<file path="src/plsi_pkg.sv">
// Shared types, constants and state encoding of the polyline intersection block.
// Used by every module in src; depends on nothing.
`default_nettype none

package plsi_pkg;

    // table geometry
    localparam int NUM_VERTICES = 256;
    localparam int VIDX_W       = $clog2(NUM_VERTICES);

    // field and datapath widths
    localparam int COORD_W   = 32;
    localparam int SPACING_W = 31;
    localparam int QX_W      = VIDX_W + SPACING_W;   // vertex x, unsigned
    localparam int DX_W      = QX_W + 2;             // query x minus vertex x
    localparam int DIFF_W    = COORD_W + 1;          // difference of two coordinates
    localparam int QUO_W     = COORD_W + 1;          // signed window quotient
    localparam int WIN_W     = QUO_W + 1;            // window bound before clamping
    localparam int T_BITS    = 30;
    localparam int TQ_W      = T_BITS + 1;

    // multiplier: a up to 34 bits signed, b up to 42 bits signed in three chunks
    localparam int MA_W    = DIFF_W + 1;
    localparam int CHUNK_W = 14;
    localparam int NCHUNK  = 3;
    localparam int MB_W    = CHUNK_W * NCHUNK;
    localparam int PP_W    = MA_W + CHUNK_W;
    localparam int PROD_W  = MA_W + MB_W;

    localparam logic [SPACING_W-1:0]      SPACING_RESET = SPACING_W'(65536);
    localparam logic signed [COORD_W-1:0] HQ_TOP        = 32'sd65536000;
    localparam logic signed [COORD_W-1:0] HQ_BOTTOM     = -32'sd65536000;

    // operation codes
    localparam logic [1:0] OP_WRITE  = 2'd0;
    localparam logic [1:0] OP_SEG    = 2'd1;
    localparam logic [1:0] OP_HEIGHT = 2'd2;

    typedef struct packed {
        logic [1:0]                operation;
        logic [7:0]                vertex_index;
        logic signed [COORD_W-1:0] vertex_height;
        logic signed [COORD_W-1:0] start_x;
        logic signed [COORD_W-1:0] start_y;
        logic signed [COORD_W-1:0] end_x;
        logic signed [COORD_W-1:0] end_y;
    } in_item_t;

    typedef struct packed {
        logic                      hit;
        logic signed [COORD_W-1:0] point_x;
        logic signed [COORD_W-1:0] point_y;
    } out_item_t;

    typedef struct packed {
        logic              we;
        logic [VIDX_W-1:0] addr;
        logic [COORD_W-1:0] data;
    } ram_wr_t;

    typedef struct packed {
        logic              re;
        logic [VIDX_W-1:0] addr;
    } ram_rd_t;

    typedef struct packed {
        logic                   start;
        logic signed [MA_W-1:0] a;
        logic signed [MB_W-1:0] b;
    } mul_req_t;

    typedef struct packed {
        logic                      start;
        logic signed [COORD_W-1:0] dividend;
        logic [SPACING_W-1:0]      divisor;
    } div_req_t;

    typedef enum logic [4:0] {
        ST_IDLE,
        ST_QMIN_GO,
        ST_QMIN_WAIT,
        ST_QMAX_GO,
        ST_QMAX_WAIT,
        ST_WINDOW,
        ST_READ0,
        ST_READ1,
        ST_SETUP,
        ST_MUL_GO,
        ST_MUL_WAIT,
        ST_NORM,
        ST_CHECK,
        ST_DIVT,
        ST_UPDATE,
        ST_SCALE_GO,
        ST_SCALE_WAIT,
        ST_ROUND,
        ST_POINT,
        ST_OUT
    } core_state_t;

endpackage

`default_nettype wire

</file>
<file path="src/plsi_mul.sv">
// Signed multiplier, 34 x 42 bits, one 14-bit chunk of b per cycle.
// Depends on plsi_pkg for widths and the request struct.
`default_nettype none

module plsi_mul (
    input  wire logic                               aclk,
    input  wire logic                               aresetn,
    input  wire plsi_pkg::mul_req_t                 req,
    output logic                                    done,
    output logic signed [plsi_pkg::PROD_W-1:0]      res
);
    import plsi_pkg::*;

    logic [MA_W-1:0]   mag_a_reg;
    logic [MB_W-1:0]   mag_b_reg;
    logic              neg_reg;
    logic [PROD_W-1:0] acc_reg;
    logic [1:0]        cnt_reg;
    logic              busy_reg;
    logic              done_reg;
    logic signed [PROD_W-1:0] res_reg;
    logic [CHUNK_W-1:0] chunk;
    logic [PP_W-1:0]    pp;
    logic [PROD_W-1:0]  pp_sh;

    // current chunk and its shifted partial product
    always_comb begin
        unique case (cnt_reg)
            2'd0:    chunk = mag_b_reg[CHUNK_W-1:0];
            2'd1:    chunk = mag_b_reg[2*CHUNK_W-1:CHUNK_W];
            2'd2:    chunk = mag_b_reg[3*CHUNK_W-1:2*CHUNK_W];
            default: chunk = '0;
        endcase
        pp = PP_W'(mag_a_reg) * PP_W'(chunk);
        unique case (cnt_reg)
            2'd0:    pp_sh = PROD_W'(pp);
            2'd1:    pp_sh = PROD_W'(pp) << CHUNK_W;
            2'd2:    pp_sh = PROD_W'(pp) << (2 * CHUNK_W);
            default: pp_sh = '0;
        endcase
    end

    // control
    always_ff @(posedge aclk) begin
        if (!aresetn) begin
            busy_reg <= 1'b0;
            done_reg <= 1'b0;
            cnt_reg  <= '0;
        end else begin
            done_reg <= 1'b0;
            if (req.start) begin
                busy_reg <= 1'b1;
                cnt_reg  <= '0;
            end else if (busy_reg) begin
                cnt_reg <= cnt_reg + 2'd1;
                if (cnt_reg == 2'(NCHUNK)) begin
                    busy_reg <= 1'b0;
                    done_reg <= 1'b1;
                end
            end
        end
    end

    // magnitudes, accumulation and sign
    always_ff @(posedge aclk) begin
        if (req.start) begin
            mag_a_reg <= req.a[MA_W-1] ? MA_W'(-req.a) : MA_W'(req.a);
            mag_b_reg <= req.b[MB_W-1] ? MB_W'(-req.b) : MB_W'(req.b);
            neg_reg   <= req.a[MA_W-1] ^ req.b[MB_W-1];
            acc_reg   <= '0;
        end else if (busy_reg) begin
            if (cnt_reg == 2'(NCHUNK)) begin
                res_reg <= neg_reg ? -$signed(acc_reg) : $signed(acc_reg);
            end else begin
                acc_reg <= acc_reg + pp_sh;
            end
        end
    end

    assign done = done_reg;
    assign res  = res_reg;

endmodule

`default_nettype wire

</file>
<file path="config.mk">
export PLATFORM = sky130hd
export DESIGN_NAME = plsi_mul
export DESIGN_NICKNAME = d
export VERILOG_FILES = /design/src/plsi_pkg.sv /design/src/plsi_mul.sv
export SDC_FILE = /design/constraint.sdc
export NUM_CORES = 2
export LEC_CHECK = 0
export BUFFER_PORTS_ARGS = -buffer_cell sky130_fd_sc_hd__buf_2
export CORE_MARGIN = 3
export CORE_UTILIZATION = 30
export CTS_CLUSTER_DIAMETER = 50
export DETAILED_ROUTE_END_ITERATION = 6
export GPL_TIMING_DRIVEN = 0
export PLACE_DENSITY = 0.5
export SLEW_MARGIN = 15
export SYNTH_ARGS = -nofsm -noshare
export SYNTH_HDL_FRONTEND = slang
export SYNTH_SLANG_ARGS = --single-unit
</file>
<file path="constraint.sdc">
create_clock -name aclk -period 27.4 [get_ports aclk]
set_input_delay 1.37 -clock aclk [delete_from_list [all_inputs] [get_ports aclk]]
set_output_delay 1.37 -clock aclk [all_outputs]
set_load 0.01 [all_outputs]
</file>
Word-level counts from Yosys, hierarchy flattened

Index checks and enable logic that the tools add are counted.

Flip-flop bits (word level): 233
Input bits: 79
Output and inout bits: 77
Word-level logic and storage cells: 38

Add/sub/neg operators: 5
Multipliers: 1
Equality and inequality tests: 3
Mux-type cells: 9
Bitwise gates (word level): 5
Reductions and logical operators: 5

Operators by type and width:

| cell                                                                   | count |
|---|---|
| 76-bit one-hot mux with 3 select lines                                 | 1 |
| 76-bit adder                                                           | 1 |
| 76-bit two-way mux                                                     | 1 |
| 76-bit negator                                                         | 1 |
| 34-bit by 14-bit multiplier with 48-bit output                         | 1 |
| 42-bit negator                                                         | 1 |
| 14-bit one-hot mux with 3 select lines                                 | 1 |
| 41-bit two-way mux                                                     | 1 |
| 34-bit negator                                                         | 1 |
| 33-bit two-way mux                                                     | 1 |
| 2-bit equality test (second input constant)                            | 2 |
| 1-bit two-way mux                                                      | 4 |
| 1-bit NOT                                                              | 4 |
| 3-bit AND reduction                                                    | 1 |
| 3-bit OR reduction                                                     | 1 |
| 2-bit by 1-bit adder with 2-bit output (second input constant)         | 1 |
| 2-bit by 1-bit equality test with 1-bit output (second input constant) | 1 |
| 2-bit logical NOT                                                      | 1 |
| 2-bit AND reduction                                                    | 1 |
| 2-bit OR reduction                                                     | 1 |
| 1-bit bitwise XOR                                                      | 1 |

Depth between registers and ports, before layout

Depth in word-level cells: 5
Gate-level depth with buffers: 44
Mapped depth without buffers: 41

Worst setup path after synthesis

OpenSTA, ideal clock, no wires.

Path type: register -> register
Start point: register cnt_reg[0]
End point: register acc_reg[72]
Library setup time: 0.062 ns
Arrival: 9.863 ns
Data required time: 27.338 ns
Setup slack: 17.475 ns
Cell stages (with the launch flop): 41
Buffers on the path: 3
Period minus slack after synthesis: 9.925 ns
Cells stage by stage: dfxtp_1 > inv_1 > ha_1 > clkbuf_1 > a222oi_1 > nor2_1 > clkbuf_1 > and2_1 > fa_1 > inv_1 > fa_1 > inv_1 > fa_1 > ha_1 > fa_1 > inv_1 > fa_1 > inv_1 > [5 not listed] > a41oi_1 > o21bai_1 > a21oi_1 > xor2_1 > o22ai_1 > ha_1 > clkbuf_1 > nand4_1 > nor3_1 > nand4_1 > a21oi_1 > a21oi_1 > o41ai_1 > a31oi_1 > o21ai_0 > a221oi_1 > or4_1 > nand3_1

Longest elaborated chain between the ends: 5
Elaborated cells on any way between the ends: 10
Classes of those cells: add/sub (1); mul (1); eq/ne (3); mux (2); bitwise (1); reduce/logical (2)

Ends and longest elaborated chain:

| what                                              | RTL line                       | source |
|---|---|---|
| start, declared                                   | plsi_mul.sv:18                 | `logic [1:0] cnt_reg;` |
| start signal, assigned                            | plsi_mul.sv:55                 | `cnt_reg <= cnt_reg + 2'd1;` |
| 2-bit equality test, or another cell as far along | plsi_mul.sv:28, plsi_mul.sv:35 |  |
| 14-bit one-hot mux with 3 select lines            | plsi_mul.sv:28                 | `unique case (cnt_reg)` |
| 34-bit by 14-bit multiplier with 48-bit output    | plsi_mul.sv:34                 | `pp = PP_W'(mag_a_reg) * PP_W'(chunk);` |
| 76-bit one-hot mux with 3 select lines            | plsi_mul.sv:35                 | `unique case (cnt_reg)` |
| 76-bit adder                                      | plsi_mul.sv:75                 | `acc_reg <= acc_reg + pp_sh;` |
| end signal, assigned                              | plsi_mul.sv:75                 |  |
| end, declared                                     | plsi_mul.sv:17                 | `logic [PROD_W-1:0] acc_reg;` |

Parallel ways exist; a longest one is shown, timed or not.
A chain may end at the register's enable or synchronous reset.

Worst setup path after layout

Same ends and word-level chain as after synthesis.

==> metrics.txt <==
status=completed; #FFs+latches synth=233; CTS resizes=0; DRC viols=0; reg2reg end=acc_reg[72]; total CTS buffers=39; vias in the first global route=25,700; setup slack after placement=14.12 ns; fill count=10,700; Routed Antenna Nets=0; wire length per cell=20.5 um; Die Ht=326 um; HPWL Detailed=85,300 um; Clock Latency Late Sink=0.61 ns; CP arrival=14.08 ns; Tcrit/Tclk final=0.494; post-synth top area cell=fa_1; postcts setup bufs=0; fin worst setup slack=13.86 ns; count of cell types in the netlist=78; Die W=326 um; clock root cell=clkbuf_16; DP Cell Count=4,990; initial core utilization=0.304; worst r2r src=cnt_reg[0]; Hold Startpoint=acc_reg[36]; Worst Setup End Kind=flop; post-synthesis async set-or-reset flop share=0; Max Cap Viol=0; share of the synthesized area in the top cell type=0.250; Area contributors post-synth=fa_1, edfxtp_1, ha_1, nand2_1, xnor2_1; Commonest cells post-synth=nand2_1, inv_1, fa_1; Buf/Inv on CP=6; largest net degree at the start of global routing=47; number of flops mapped to enable cells by yosys=153; drt total wl=104,000 um; Setup TNS Final=0 ns; Register Area=0.00620 mm^2; Crit-path slowest cell=nor2_1; Slew HR=0.189; Hold Path Class=reg -> reg; # diodes=0; Hold WS=0.503 ns; Yosys warnings=0; fin cells=5,062; most frequent cell after synthesis=nand2_1; Max clock buf depth=3; Post-Syn Area per Cell=8.81 um^2; Pre-antenna DRT Iters=7; CP Class=reg -> reg; CTS tree=done; Post-layout nets=4,329; cell count after synthesis=3,476; initial antenna violation count=9; max incr delay on CP=0.94 ns; Post-CTS Hold Fix Bufs=0; Worst Tran Pin Value=1.21 ns; Worst Hold Depth=2; syn nets=4,131; register area share after synthesis=0.202; Via density=5.01; fraction of layout cells with a size suffix above 1=0.0688; most used cell, CP=fa_1; CTS Sinks=233; R2R cell count=38; Max Clock Freq=73.8 MHz; core region area=0.101 mm^2; Max Clock Skew=0.0405 ns; crit path time final=13.54 ns; CP top delay family=compound AO/OA/AOI/OAI gates; Final Max Tran Viols=0; Post-synth top flop=edfxtp_1; CP max FO=10; port buffer count=153; critical path startpoint category=flop; placer congestion estimate=0.932; Synth Cell Area=0.0306 mm^2; hold endpoint=acc_reg[36]; die area=0.106 mm^2; Final setup viols=0; first-pass GRT wire length=159,000 um; gr usage total=0.195; Reg clk slew, reported paths=0.06 ns; Vias=25,400; final hold viol count=0; H-tree levels=2; Core Rows=116; footprint of the multi-input gates=0.0221 mm^2; required time worst endpoint=27.93 ns; DR iter-0 viols=1,733; Area Overhead vs Synth=12.6%; crit path launch=cnt_reg[0]; IO Pins=156; Overflow after GRT=0; RSZ-0062 raised after global routing=false; R2R Setup Slk=13.86 ns
-- cell usage in the layout, fill, tap and decap left out, types with 17 or more instances in the layout --
| master | netlist | layout |
|---|---|---|
| inv_1 | 450 | 450 |
| nand3_1 | 30 | 30 |
| clkbuf_16 | 0 | 39 |
| buf_2 | 1 | 153 |
| and2_1 | 203 | 203 |
| nand2_1 | 518 | 518 |
| o21ai_0 | 144 | 144 |
| a22o_1 | 25 | 25 |
| a31oi_1 | 17 | 17 |
| o21bai_1 | 29 | 29 |
| dfxtp_1 | 80 | 80 |
| a21o_1 | 63 | 63 |
| ha_1 | 194 | 194 |
| o31ai_1 | 54 | 54 |
| a21oi_1 | 205 | 205 |
| fa_1 | 382 | 382 |
| or4_1 | 20 | 20 |
| nor3_1 | 31 | 31 |
| nor2_1 | 123 | 119 |
| clkbuf_1 | 172 | 178 |
| nand2b_1 | 26 | 26 |
| xnor2_1 | 207 | 207 |
| xor2_1 | 52 | 52 |
| o41ai_1 | 18 | 17 |
| o22ai_1 | 23 | 23 |
| a222oi_1 | 18 | 18 |
| nand4_1 | 35 | 35 |
| or3_1 | 24 | 24 |
| edfxtp_1 | 153 | 153 |
-- kinds of logic after synthesis --
family / Yosys count / synth area share
AND/OR/NAND/NOR: 1083 / 0.171
AO/OA/AOI/OAI: 694 / 0.146
buffers and inverters: 628 / 0.0770
adder cells (fa/ha/maj): 576 / 0.329
XOR/XNOR: 259 / 0.0741
flip-flops: 233 / 0.202
multiplexers: 3 / 0.00102
-- stage by stage --
stage	utilization	cell area (um^2)
2_1_floorplan	-	30600
3_3_place_gp	0.329	33100
3_5_place_dp	0.329	33200
4_1_cts	0.342	34500
5_1_grt	0.342	34500
6_report	0.342	34500
-- tightest hold or removal path: stages, from the launching register on --
cell and delay [ns]:
dfxtp_1 0.34, nand2_1 0.07, a21oi_1 0.05
-- worst max path at each step --
stage                       end  cells past startpoint
floorplan           acc_reg[72]                     40
global placement    acc_reg[72]                     39
detailed placement  acc_reg[72]                     39
CTS                 acc_reg[72]                     39
global route        acc_reg[72]                     40
finish              acc_reg[72]                     38
-- metal layers --
metal / global-route usage / wire length (um) / vias to the layer above
li1: - / - / 12000
met1: 0.257 / 45700 / 12600
met2: 0.325 / 49000 / 649
met3: 0.0324 / 5480 / 177
met4: 0.0639 / 3480 / 12
met5: 0 / 81 / -
-- final cells by class --
class / instances / area share
Inverter: 450 / 0.0490
Tap cell: 1357 / 0.0492
Clock buffer: 45 / 0.0289
Sequential cell: 233 / 0.180
Buffer: 178 / 0.0194
Timing Repair Buffer: 157 / 0.0244
Clock inverter: 27 / 0.00885
Multi-Input combinational cell: 2615 / 0.641
Power is left out: the tool's default activity adds up to more than one toggle a clock period on the data nets, which glitch-free logic cannot reach.
