[src/plsi_pkg.sv]
// Shared types, constants and state encoding of the polyline intersection block.
// Used by every module in src; depends on nothing.
`default_nettype none

package plsi_pkg;

    // table geometry
    localparam int NUM_VERTICES = 256;
    localparam int VIDX_W       = $clog2(NUM_VERTICES);

    // field and datapath widths
    localparam int COORD_W   = 32;
    localparam int SPACING_W = 31;
    localparam int QX_W      = VIDX_W + SPACING_W;   // vertex x, unsigned
    localparam int DX_W      = QX_W + 2;             // query x minus vertex x
    localparam int DIFF_W    = COORD_W + 1;          // difference of two coordinates
    localparam int QUO_W     = COORD_W + 1;          // signed window quotient
    localparam int WIN_W     = QUO_W + 1;            // window bound before clamping
    localparam int T_BITS    = 30;
    localparam int TQ_W      = T_BITS + 1;

    // multiplier: a up to 34 bits signed, b up to 42 bits signed in three chunks
    localparam int MA_W    = DIFF_W + 1;
    localparam int CHUNK_W = 14;
    localparam int NCHUNK  = 3;
    localparam int MB_W    = CHUNK_W * NCHUNK;
    localparam int PP_W    = MA_W + CHUNK_W;
    localparam int PROD_W  = MA_W + MB_W;

    localparam logic [SPACING_W-1:0]      SPACING_RESET = SPACING_W'(65536);
    localparam logic signed [COORD_W-1:0] HQ_TOP        = 32'sd65536000;
    localparam logic signed [COORD_W-1:0] HQ_BOTTOM     = -32'sd65536000;

    // operation codes
    localparam logic [1:0] OP_WRITE  = 2'd0;
    localparam logic [1:0] OP_SEG    = 2'd1;
    localparam logic [1:0] OP_HEIGHT = 2'd2;

    typedef struct packed {
        logic [1:0]                operation;
        logic [7:0]                vertex_index;
        logic signed [COORD_W-1:0] vertex_height;
        logic signed [COORD_W-1:0] start_x;
        logic signed [COORD_W-1:0] start_y;
        logic signed [COORD_W-1:0] end_x;
        logic signed [COORD_W-1:0] end_y;
    } in_item_t;

    typedef struct packed {
        logic                      hit;
        logic signed [COORD_W-1:0] point_x;
        logic signed [COORD_W-1:0] point_y;
    } out_item_t;

    typedef struct packed {
        logic              we;
        logic [VIDX_W-1:0] addr;
        logic [COORD_W-1:0] data;
    } ram_wr_t;

    typedef struct packed {
        logic              re;
        logic [VIDX_W-1:0] addr;
    } ram_rd_t;

    typedef struct packed {
        logic                   start;
        logic signed [MA_W-1:0] a;
        logic signed [MB_W-1:0] b;
    } mul_req_t;

    typedef struct packed {
        logic                      start;
        logic signed [COORD_W-1:0] dividend;
        logic [SPACING_W-1:0]      divisor;
    } div_req_t;

    typedef enum logic [4:0] {
        ST_IDLE,
        ST_QMIN_GO,
        ST_QMIN_WAIT,
        ST_QMAX_GO,
        ST_QMAX_WAIT,
        ST_WINDOW,
        ST_READ0,
        ST_READ1,
        ST_SETUP,
        ST_MUL_GO,
        ST_MUL_WAIT,
        ST_NORM,
        ST_CHECK,
        ST_DIVT,
        ST_UPDATE,
        ST_SCALE_GO,
        ST_SCALE_WAIT,
        ST_ROUND,
        ST_POINT,
        ST_OUT
    } core_state_t;

endpackage

`default_nettype wire

[src/plsi_win_div.sv]
// Restoring divider for the window bounds: signed x over unsigned spacing,
// truncating toward zero, one quotient bit per cycle. Depends on plsi_pkg.
`default_nettype none

module plsi_win_div (
    input  wire logic                              aclk,
    input  wire logic                              aresetn,
    input  wire plsi_pkg::div_req_t                req,
    output logic                                   done,
    output logic signed [plsi_pkg::QUO_W-1:0]      quotient
);
    import plsi_pkg::*;

    logic [COORD_W-1:0]   num_reg;
    logic [SPACING_W-1:0] rem_reg;
    logic [SPACING_W-1:0] div_reg;
    logic                 neg_reg;
    logic [4:0]           cnt_reg;
    logic                 busy_reg;
    logic                 done_reg;
    logic signed [QUO_W-1:0] quo_reg;
    logic [SPACING_W:0]   rem_sh;
    logic                 ge;
    logic [SPACING_W:0]   rem_sub;
    logic [COORD_W-1:0]   num_n;

    // one restoring step
    always_comb begin
        rem_sh  = {rem_reg, num_reg[COORD_W-1]};
        ge      = rem_sh >= {1'b0, div_reg};
        rem_sub = rem_sh - {1'b0, div_reg};
        num_n   = {num_reg[COORD_W-2:0], ge};
    end

    // control
    always_ff @(posedge aclk) begin
        if (!aresetn) begin
            busy_reg <= 1'b0;
            done_reg <= 1'b0;
            cnt_reg  <= '0;
        end else begin
            done_reg <= 1'b0;
            if (req.start) begin
                busy_reg <= 1'b1;
                cnt_reg  <= '0;
            end else if (busy_reg) begin
                cnt_reg <= cnt_reg + 5'd1;
                if (cnt_reg == 5'(COORD_W - 1)) begin
                    busy_reg <= 1'b0;
                    done_reg <= 1'b1;
                end
            end
        end
    end

    // datapath
    always_ff @(posedge aclk) begin
        if (req.start) begin
            num_reg <= req.dividend[COORD_W-1] ? COORD_W'(-req.dividend)
                                                : COORD_W'(req.dividend);
            neg_reg <= req.dividend[COORD_W-1];
            div_reg <= req.divisor;
            rem_reg <= '0;
        end else if (busy_reg) begin
            num_reg <= num_n;
            rem_reg <= ge ? rem_sub[SPACING_W-1:0] : rem_sh[SPACING_W-1:0];
            if (cnt_reg == 5'(COORD_W - 1)) begin
                quo_reg <= neg_reg ? -$signed(QUO_W'(num_n)) : $signed(QUO_W'(num_n));
            end
        end
    end

    assign done     = done_reg;
    assign quotient = quo_reg;

endmodule

`default_nettype wire

[config.mk]
export PLATFORM = sky130hd
export DESIGN_NAME = plsi_win_div
export DESIGN_NICKNAME = d
export VERILOG_FILES = /design/src/plsi_pkg.sv /design/src/plsi_win_div.sv
export SDC_FILE = /design/constraint.sdc
export NUM_CORES = 1
export LEC_CHECK = 0
export BUFFER_PORTS_ARGS = -buffer_cell sky130_fd_sc_hd__buf_2
export CORE_MARGIN = 8
export CORE_UTILIZATION = 50
export DETAILED_ROUTE_END_ITERATION = 10
export GPL_ROUTABILITY_DRIVEN = 0
export PLACE_DENSITY = 0.71
export SYNTH_ARGS = -nofsm -noshare
export SYNTH_HDL_FRONTEND = slang
export SYNTH_SLANG_ARGS = --single-unit
[constraint.sdc]
create_clock -name aclk -period 8.9 [get_ports aclk]
set_input_delay 1.335 -clock aclk [delete_from_list [all_inputs] [get_ports aclk]]
set_output_delay 1.335 -clock aclk [all_outputs]
set_load 0.1 [all_outputs]
==> Yosys cells after proc, flatten, opt, wreduce, memory -nomap -nowiden <==
Cells that the tools add are included.
{ "word_totals": {"ff_bits": 135, "out_inout_bits": 34, "wordCells": 31, "romBits": 0, "latch_bits": 0, "ram_bits": 0, "mem_count": 0, "in_bits": 66} }
{ "op_classes": {"eq_ne": 1, "shift": 0, "bitwise_logic": 3, "div": 0, "n_addsub": 4, "reduce_logical": 4, "n_mux": 9, "n_mul": 0, "order_cmp": 1} }
{ "op_table": {"columns": ["operator", "n"], "rows": [
  ["32-bit 2-to-1 mux", 4],
  ["32-bit negation with 33-bit output", 1],
  ["32-bit by 31-bit greater-or-equal comparator with 1-bit output", 1],
  ["32-bit negation", 1],
  ["31-bit 2-to-1 mux", 1],
  ["31-bit subtractor", 1],
  ["5-bit by 1-bit adder with 5-bit output, second input constant", 1],
  ["5-bit == test, second input constant", 1],
  ["1-bit 2-to-1 mux", 4],
  ["1-bit inverter", 3],
  ["3-bit AND reduction", 1],
  ["3-bit OR reduction", 1],
  ["2-bit nonzero test", 1],
  ["2-bit OR reduction", 1]
]} }

==> Longest topological paths before layout <==
Gate-level depths: netlist (run 1).
{ "logic_depth": {"depth_word": 4, "ltp_mapped": 18, "depth_no_buf": 16} }

==> Least setup slack after synthesis (run 1) <==
Ideal clock, no wire load.
{ "synth_path": {"path_type": "input to register", "startpoint": "input port req[41] in the netlist's numbering", "endpoint": "register num_reg[29], data pin", "n_path_buf": 0, "setup_time_ps": 270, "t_arrival_ps": 3905, "path_slack_ps": 4724, "cell_stages": 8, "required_time_ps": 8630, "path_cell_list": "or4_4 > or3_4 > or3_4 > or4_4 > or4_4 > o41ai_2 > xor2_1 > a21oi_1"} }
{ "synth_between": {"elab_chain_cells": 3} }
{ "synth_rtl": {"columns": ["item", "line", "text"], "rows": [
  ["from (decl)", "plsi_win_div.sv:8", "input wire plsi_pkg::div_req_t req,"],
  ["32-bit negation", "plsi_win_div.sv:59", "num_reg <= req.dividend[COORD_W-1] ? COORD_W'(-req.dividend)"],
  ["32-bit 2-to-1 mux", "plsi_win_div.sv:59", null],
  ["32-bit 2-to-1 mux", "plsi_win_div.sv:58", "if (req.start) begin"],
  ["to (signal assigned)", "plsi_win_div.sv:59", null],
  ["to (signal assigned)", "plsi_win_div.sv:65", "num_reg <= num_n;"],
  ["to (decl)", "plsi_win_div.sv:14", "logic [COORD_W-1:0] num_reg;"]
]} }
No other way between the ends.
A chain may end at the register's enable or synchronous reset.

==> Worst setup path after layout (run 1) <==
{ "layout_path": {"startpoint": "register num_reg[31]", "endpoint": "register quo_reg[22], in the netlist quotient[22], data pin"} }
{ "layout_between": {"elab_chain_cells": 3} }
{ "layout_rtl": {"columns": ["item", "line", "text"], "rows": [
  ["32-bit by 31-bit greater-or-equal comparator with 1-bit output", "plsi_win_div.sv:30", "ge = rem_sh >= {1'b0, div_reg};"],
  ["32-bit negation with 33-bit output", "plsi_win_div.sv:68", "quo_reg <= neg_reg ? -$signed(QUO_W'(num_n)) : $signed(QUO_W'(num_n));"],
  ["32-bit 2-to-1 mux", "plsi_win_div.sv:68", null],
  ["to (signal assigned)", "plsi_win_div.sv:68", null],
  ["to (decl)", "plsi_win_div.sv:21", "logic signed [QUO_W-1:0] quo_reg;"]
]} }
No other way between the ends.

==> results.toml, run 1 <==
[setup_path]
crit_chain = "inv_1 -> ha_1 -> fa_1 -> nand2b_1 -> a21oi_1 -> o21ai_0 -> o211ai_1 -> o211ai_1 -> nand2_1 -> inv_1 -> buf_4 -> ha_1 -> nand2_1 -> or3_1 -> o31ai_1 -> xnor2_1"
crit_family = "compound AO/OA/AOI/OAI gates"
endpoint_kind = "flop"
worstPathRequired_ns = 9.06
rr_worst_depth = 16
crit_path_start_kind = "flop"
critical_path_depth = 16
timing.rr.start = "num_reg[31]"
cpMaxStageDelayCell = "o211ai_1"
arrival_ns = 4.83
critical_path.max_stage_delay_ns = 0.63
r2r_slack_ns = 4.24
critPathMaxFanout = 31
cp_num_buf_inv = 3
startpoint = "num_reg[31]"
crit_type = "flop to flop"

[min_path]
min-delay-start = "rem_reg[1]"
min_delay_path_depth = 2
hold_class = "flop to flop"

[global_routing]
track_usage_pct = 18.67
antenna_found_initial = 0
grt_first_pass_wirelength_mm = 30.82
grt_max_degree = 84
grt_overflow = 0
grt_pass1_vias = 6406

[drt]
wl_per_cell_um = 16.10
drc = 0
ant_nets = 0
drtIter0Drc = 532
dr.pass1.iters = 5
wl_mm = 18.89
vias = 6642
vias_per_cell = 5.662

[sta]
setup_slack_ns = 4.239
tns_ns = 0
finalMaxSlewViolations = 0
fmax_ghz = 0.2146
grt_setup_unrepaired = "no"
final_hold_viol_count = 0
period_share_pct = 52.37
setup_violations = 0
min_period_ns = 4.661
slew_headroom_pct = 29.13
finalClockSkew_ns = 0.008923
tightest_slew_ns = 1.057

[clocking]
clk_pin_slew_worst_paths_ns = 0.06
cts_tree = "yes"
clock_path_buffers = 2
cts_setup_buffers = 0
cts-buffers-inserted = 17
hold_buffers = 0
cts_root_buf = "clkbuf_16"
cts_max_level = 4
cts_resized = 0
clkLatencyLatePin_ns = 0.42
clock_sinks = 135

[power]
p_leak_nw = 3.719
power.density_mw_per_mm2 = 192.6
intPower_mw = 1.343
ir_drop_v = 0.0001249
p_seq_share_pct = 41.8
p_clk_share_pct = 42.7
pwr-share-comb_pct = 15.5
p_sw_uw = 480.2
netSwitchingFraction_pct = 26.34

[synth]
synthTopCellsByArea = "edfxtp_1, dfxtp_1, ha_1"
synth_cells = 858
synth.most_common_cell = "edfxtp_1"
syn_area_sq_mm = 0.008147
yosysTopAreaCell = "edfxtp_1"
synthArstFlopShare_pct = 0
synth_flop_cell = "edfxtp_1"
synth-seq-cells = 135
yosysSeqAreaShare_pct = 45.09
yosysWarnings = 0
netlist.area_leader.share_pct = 35.75
postSynthNetCount = 961
yosys-top-cells-count = "edfxtp_1, nand2_1, nor2_1"
synth_enable_flop_cells = 97
synth.avg_cell_area_sq_um = 9.495
ys_types = 59

[finish]
area_growth_pct = 16.19
nets = 1046
largest_reg_flops = 33
drive_gt1_share_pct = 15.79

[floorplan]
die_h_um = 143.6
io_pins = 100
dieWidth_um = 143.6
dieArea_sq_mm = 0.02063
start_util_pct = 51.28
core_sq_mm = 0.01589
num_rows = 46

[place]
place_ws_ns = 4.354
portBuffers = 99
dp_hpwl_mm = 13.43

[job]
cap_viol_max_count = 0

[outcome]
status = "finished clean"
==> final timing paths <==
kind             endpoint
max          quotient[22]
min            rem_reg[1]
max reg2reg  quotient[22]
min reg2reg    rem_reg[1]
==> layout by cell type (no fill, tap or decap), drive strengths merged, types with 5 or more instances in the layout <==
cell	Yosys	layout
xor2	34	34
nand2	89	89
nand3	14	14
o21a	9	9
a21o	8	8
o31ai	21	21
bufinv	0	5
inv	48	51
nor4	5	5
nor3	11	11
o41ai	14	14
mux2i	6	6
a211oi	8	8
o22ai	5	5
o221ai	7	7
nand2b	10	10
and3	9	9
nor2	80	80
edfxtp	97	97
a311oi	21	21
o21ai	40	40
buf	5	105
nor2b	6	6
nand4	10	10
ha	36	36
clkbuf	34	17
xnor2	40	40
o211ai	6	6
or4	14	14
or3	17	17
a21oi	70	70
o21bai	5	5
dfxtp	38	38
==> worst register-to-register path: stages (launching register included) <==
cell,delay [ns]
edfxtp_1,0.46
inv_1,0.10
ha_1,0.18
fa_1,0.19
nand2b_1,0.16
a21oi_1,0.09
o21ai_0,0.37
o211ai_1,0.24
o211ai_1,0.63
nand2_1,0.17
inv_1,0.23
buf_4,0.37
ha_1,0.28
nand2_1,0.13
or3_1,0.40
o31ai_1,0.30
xnor2_1,0.10
==> cells by family after synthesis <==
group           share of synthesized area (%)
simple gates                            16.28
fa+ha+maj                               5.775
xor+xnor                                7.956
compound gates                          19.84
buf+inv                                 4.039
flops                                   45.09
mux                                     1.014
==> routing by layer <==
| metal | vias up | share of wire, % | global-route usage, % | routed length [um] |
|---|---|---|---|---|
| met5 | - | 0 | 0 | 0 |
| met4 | 0 | 2.1 | 7.471 | 397 |
| met3 | 31 | 5.6 | 3.285 | 1063 |
| met2 | 179 | 48 | 31.26 | 8978 |
| met1 | 3075 | 45 | 23.46 | 8448 |
| li1 | 3357 | - | - | - |
==> final cells by class <==
cell class | instances | area [sq um]
Antenna cell | 1 | 2.502
Tap cell | 216 | 270.3
Timing Repair Buffer | 105 | 543.0
Clock inverter | 15 | 225.2
Fill cell | 1385 | 6420
Sequential cell | 135 | 3675
Multi-Input combinational cell | 636 | 4144
Inverter | 48 | 180.2
Clock buffer | 17 | 425.4
==> power groups by stage <==
stage / logic (mW) / registers (mW) / clock network, mW
global placement: 0.275 / 0.773 / 0
detailed placement: 0.278 / 0.774 / 0
finish: 0.282 / 0.762 / 0.779
CTS: 0.281 / 0.761 / 0.788
global route: 0.318 / 0.767 / 0.811
floorplan: 0.212 / 0.761 / 0
==> per-stage QoR <==
step / cells / utilization, % / area [sq um] / total power [mW] / hold WS, ns
floorplan: 858 / - / 8147 / 0.9736 / 0.4587
CTS: 1172 / 59.57 / 9463 / 1.829 / 0.4903
finish: 1173 / 59.59 / 9465 / 1.823 / 0.4955
global placement: 1140 / 55.47 / 8812 / 1.048 / 0.4748
detailed placement: 1140 / 55.47 / 8812 / 1.052 / 0.4756
global route: 1172 / 59.57 / 9463 / 1.896 / 0.5261
Power figures use the tool's default switching activity.
==> run 2, diff against run 1 <==
- ABC_AREA: not set -> 1
- clock period: 8.9 -> 4.3 ns (I/O delays scaled with it)
==> run 2 against run 1 <==
  * Sequential power increased by 100%
  * Clock skew barely moved
  * Sequential cell count stayed put
  * Critical path depth increased by 4
  * Die area increased by 6.9%
  * Power is 84% higher
  * Synthesized cell count rose by 34%
  * Largest power group is now sequential cells
  * Highest routed layer unchanged
==> results.toml, run 2 <==
[drt]
dr.pass1.iters = 5
drc = 0
vias_per_cell = 5.273
wl_mm = 22.27
wl_per_cell_um = 14.97
ant_nets = 0
vias = 7841
drtIter0Drc = 653

[power]
power.density_mw_per_mm2 = 335.6
p_sw_uw = 926.5
p_clk_share_pct = 41.0
finalPower_mw = 3.363
netSwitchingFraction_pct = 27.55
ir_drop_v = 0.0002389
p_seq_share_pct = 46.0
pwr-share-comb_pct = 13.0
p_leak_nw = 4.662
intPower_mw = 2.436

[setup_path]
crit_type = "flop to flop"
crit_chain = "inv_1 -> ha_1 -> fa_1 -> inv_1 -> nand2_1 -> nand2_1 -> nand3_1 -> nand2_1 -> nand2_1 -> nand3_2 -> nand2_4 -> nand2_8 -> inv_2 -> ha_1 -> nand2_1 -> nor2_1 -> nand3_1 -> o21ai_0 -> o21ai_0 -> xor2_1"
critical_path.max_stage_delay_ns = 0.38
worstPathRequired_ns = 4.47
crit_path_start_kind = "flop"
endpoint_kind = "flop"
crit_family = "simple AND/OR/NAND/NOR gates"
path_common_cell = "nand2_1"
critPathMaxFanout = 64
cp_num_buf_inv = 3
cpMaxStageDelayCell = "edfxtp_1"
arrival_ns = 3.58

[sta]
grt_setup_unrepaired = "no"
tns_ns = 0
finalMaxSlewViolations = 0
min_period_ns = 3.406
slew_headroom_pct = 35.58
setup_violations = 0
whs_ns = 0.3928
finalClockSkew_ns = 0.008654
fmax_ghz = 0.2936
final_hold_viol_count = 0
period_share_pct = 79.21
tightest_slew_ns = 0.9640

[global_routing]
grt_first_pass_wirelength_mm = 36.76
antenna_found_initial = 0
grt_overflow = 0
grt_pass1_vias = 7557
track_usage_pct = 20.70
grt_max_degree = 65

[floorplan]
die_h_um = 148.5
core_sq_mm = 0.01724
dieWidth_um = 148.5
num_rows = 48
start_util_pct = 50.95
dieArea_sq_mm = 0.02206
io_pins = 100

[clocking]
cts_tree = "yes"
clkLatencyLatePin_ns = 0.43
cts_resized = 0
hold_buffers = 0
clock_sinks = 135
clock_path_buffers = 2
clk_pin_slew_worst_paths_ns = 0.06
cts-buffers-inserted = 17
cts_root_buf = "clkbuf_16"
cts_setup_buffers = 0
cts_max_level = 4

[place]
dp_hpwl_mm = 17.04
dpl.cell_count = 1455
dpl_cell_area_sq_mm = 0.009464
portBuffers = 99

[finish]
largest_reg_flops = 33
final_cells = 1487
fin_area_sq_mm = 0.01002
nets = 1352
layout.cells.most_common_list = "nand2_1, inv_1, nor2_1"
n_fill_cell = 1621
multiInputGateArea_sq_mm = 0.004383
drive_gt1_share_pct = 13.00
area_growth_pct = 14.09
diodes = 0
seqCellArea_sq_mm = 0.003674
layout_commonest_cell = "nand2_1"

[synth]
synth_flop_cell = "edfxtp_1"
synth.avg_cell_area_sq_um = 7.623
yosysWarnings = 0
synth_enable_flop_cells = 97
synthArstFlopShare_pct = 0
postSynthNetCount = 1255
synth-seq-cells = 135
synthTopCellsByArea = "edfxtp_1, nand2_1, dfxtp_1"
yosysTopAreaCell = "edfxtp_1"
yosys-top-cells-count = "nand2_1, inv_1, nor2_1"
synth_cells = 1152
yosysSeqAreaShare_pct = 41.83
syn_area_sq_mm = 0.008782
netlist.area_leader.share_pct = 33.17
ys_types = 46
synth.most_common_cell = "nand2_1"

[outcome]
status = "finished clean"

[job]
cap_viol_max_count = 0

[min_path]
hold_class = "primary input to flop"
run 2: final timing paths:
path | slack, ns | startpoint | to | cells past startpoint
max | 0.89 | num_reg[31] | quotient[30] | 20
min | 0.39 | req[14] | div_reg[14] | 1
max reg2reg | 0.89 | num_reg[31] | quotient[30] | 20
min reg2reg | 0.47 | rem_reg[2] | rem_reg[2] | 2
run 2: cells by family after synthesis:
logic type / after synthesis / synth area share [%]
and+or+nand+nor: 564 / 27.54
DFF: 135 / 41.83
AOI/OAI and AO/OA: 174 / 11.11
buffers and inverters: 184 / 8.377
xor gates and xnor gates: 58 / 5.784
adders and majority gates: 37 / 5.357
run 2: final cells by class:
cell class,count,share of cell area [%]
multi-input combinational,833,43.74
sequential,135,36.66
inverter,158,5.919
timing repair buffer,104,5.320
clock buffer,18,4.283
tap,225,2.810
clock inverter,14,1.261
run 2: layer usage:
layer	share of wire, %	global-route usage, %
met5	0	0
met4	2.2	7.598
met2	49	34.86
met1	45	25.96
met3	3.9	3.707
run 2: power by group through the flow:
stage / logic [mW] / registers, mW / clock network [mW]
global route: 0.497 / 1.56 / 1.45
global placement: 0.429 / 1.57 / 0
finish: 0.436 / 1.55 / 1.38
floorplan: 0.309 / 1.55 / 0
detailed placement: 0.434 / 1.57 / 0
CTS: 0.437 / 1.54 / 1.40
run 2: per-stage QoR:
| stage | worst slack [ns] | util, % |
|---|---|---|
| after global placement | 0.9991 | 54.91 |
| after floorplan | 1.225 | - |
| after CTS | 0.8860 | 58.13 |
| after detailed placement | 0.8869 | 54.91 |
| after global routing | 0.5238 | 58.13 |
| final | 0.8941 | 58.13 |
run 2: worst reg2reg max path, delay by kind of cell, from the launching register on:
kind | cells | cell delay (ns)
AND/OR/NAND/NOR | 11 | 1.19
adder cells (fa/ha/maj) | 3 | 0.67
AO/OA/AOI/OAI | 2 | 0.42
flip-flops | 1 | 0.38
buffers and inverters | 3 | 0.36
XOR/XNOR | 1 | 0.15
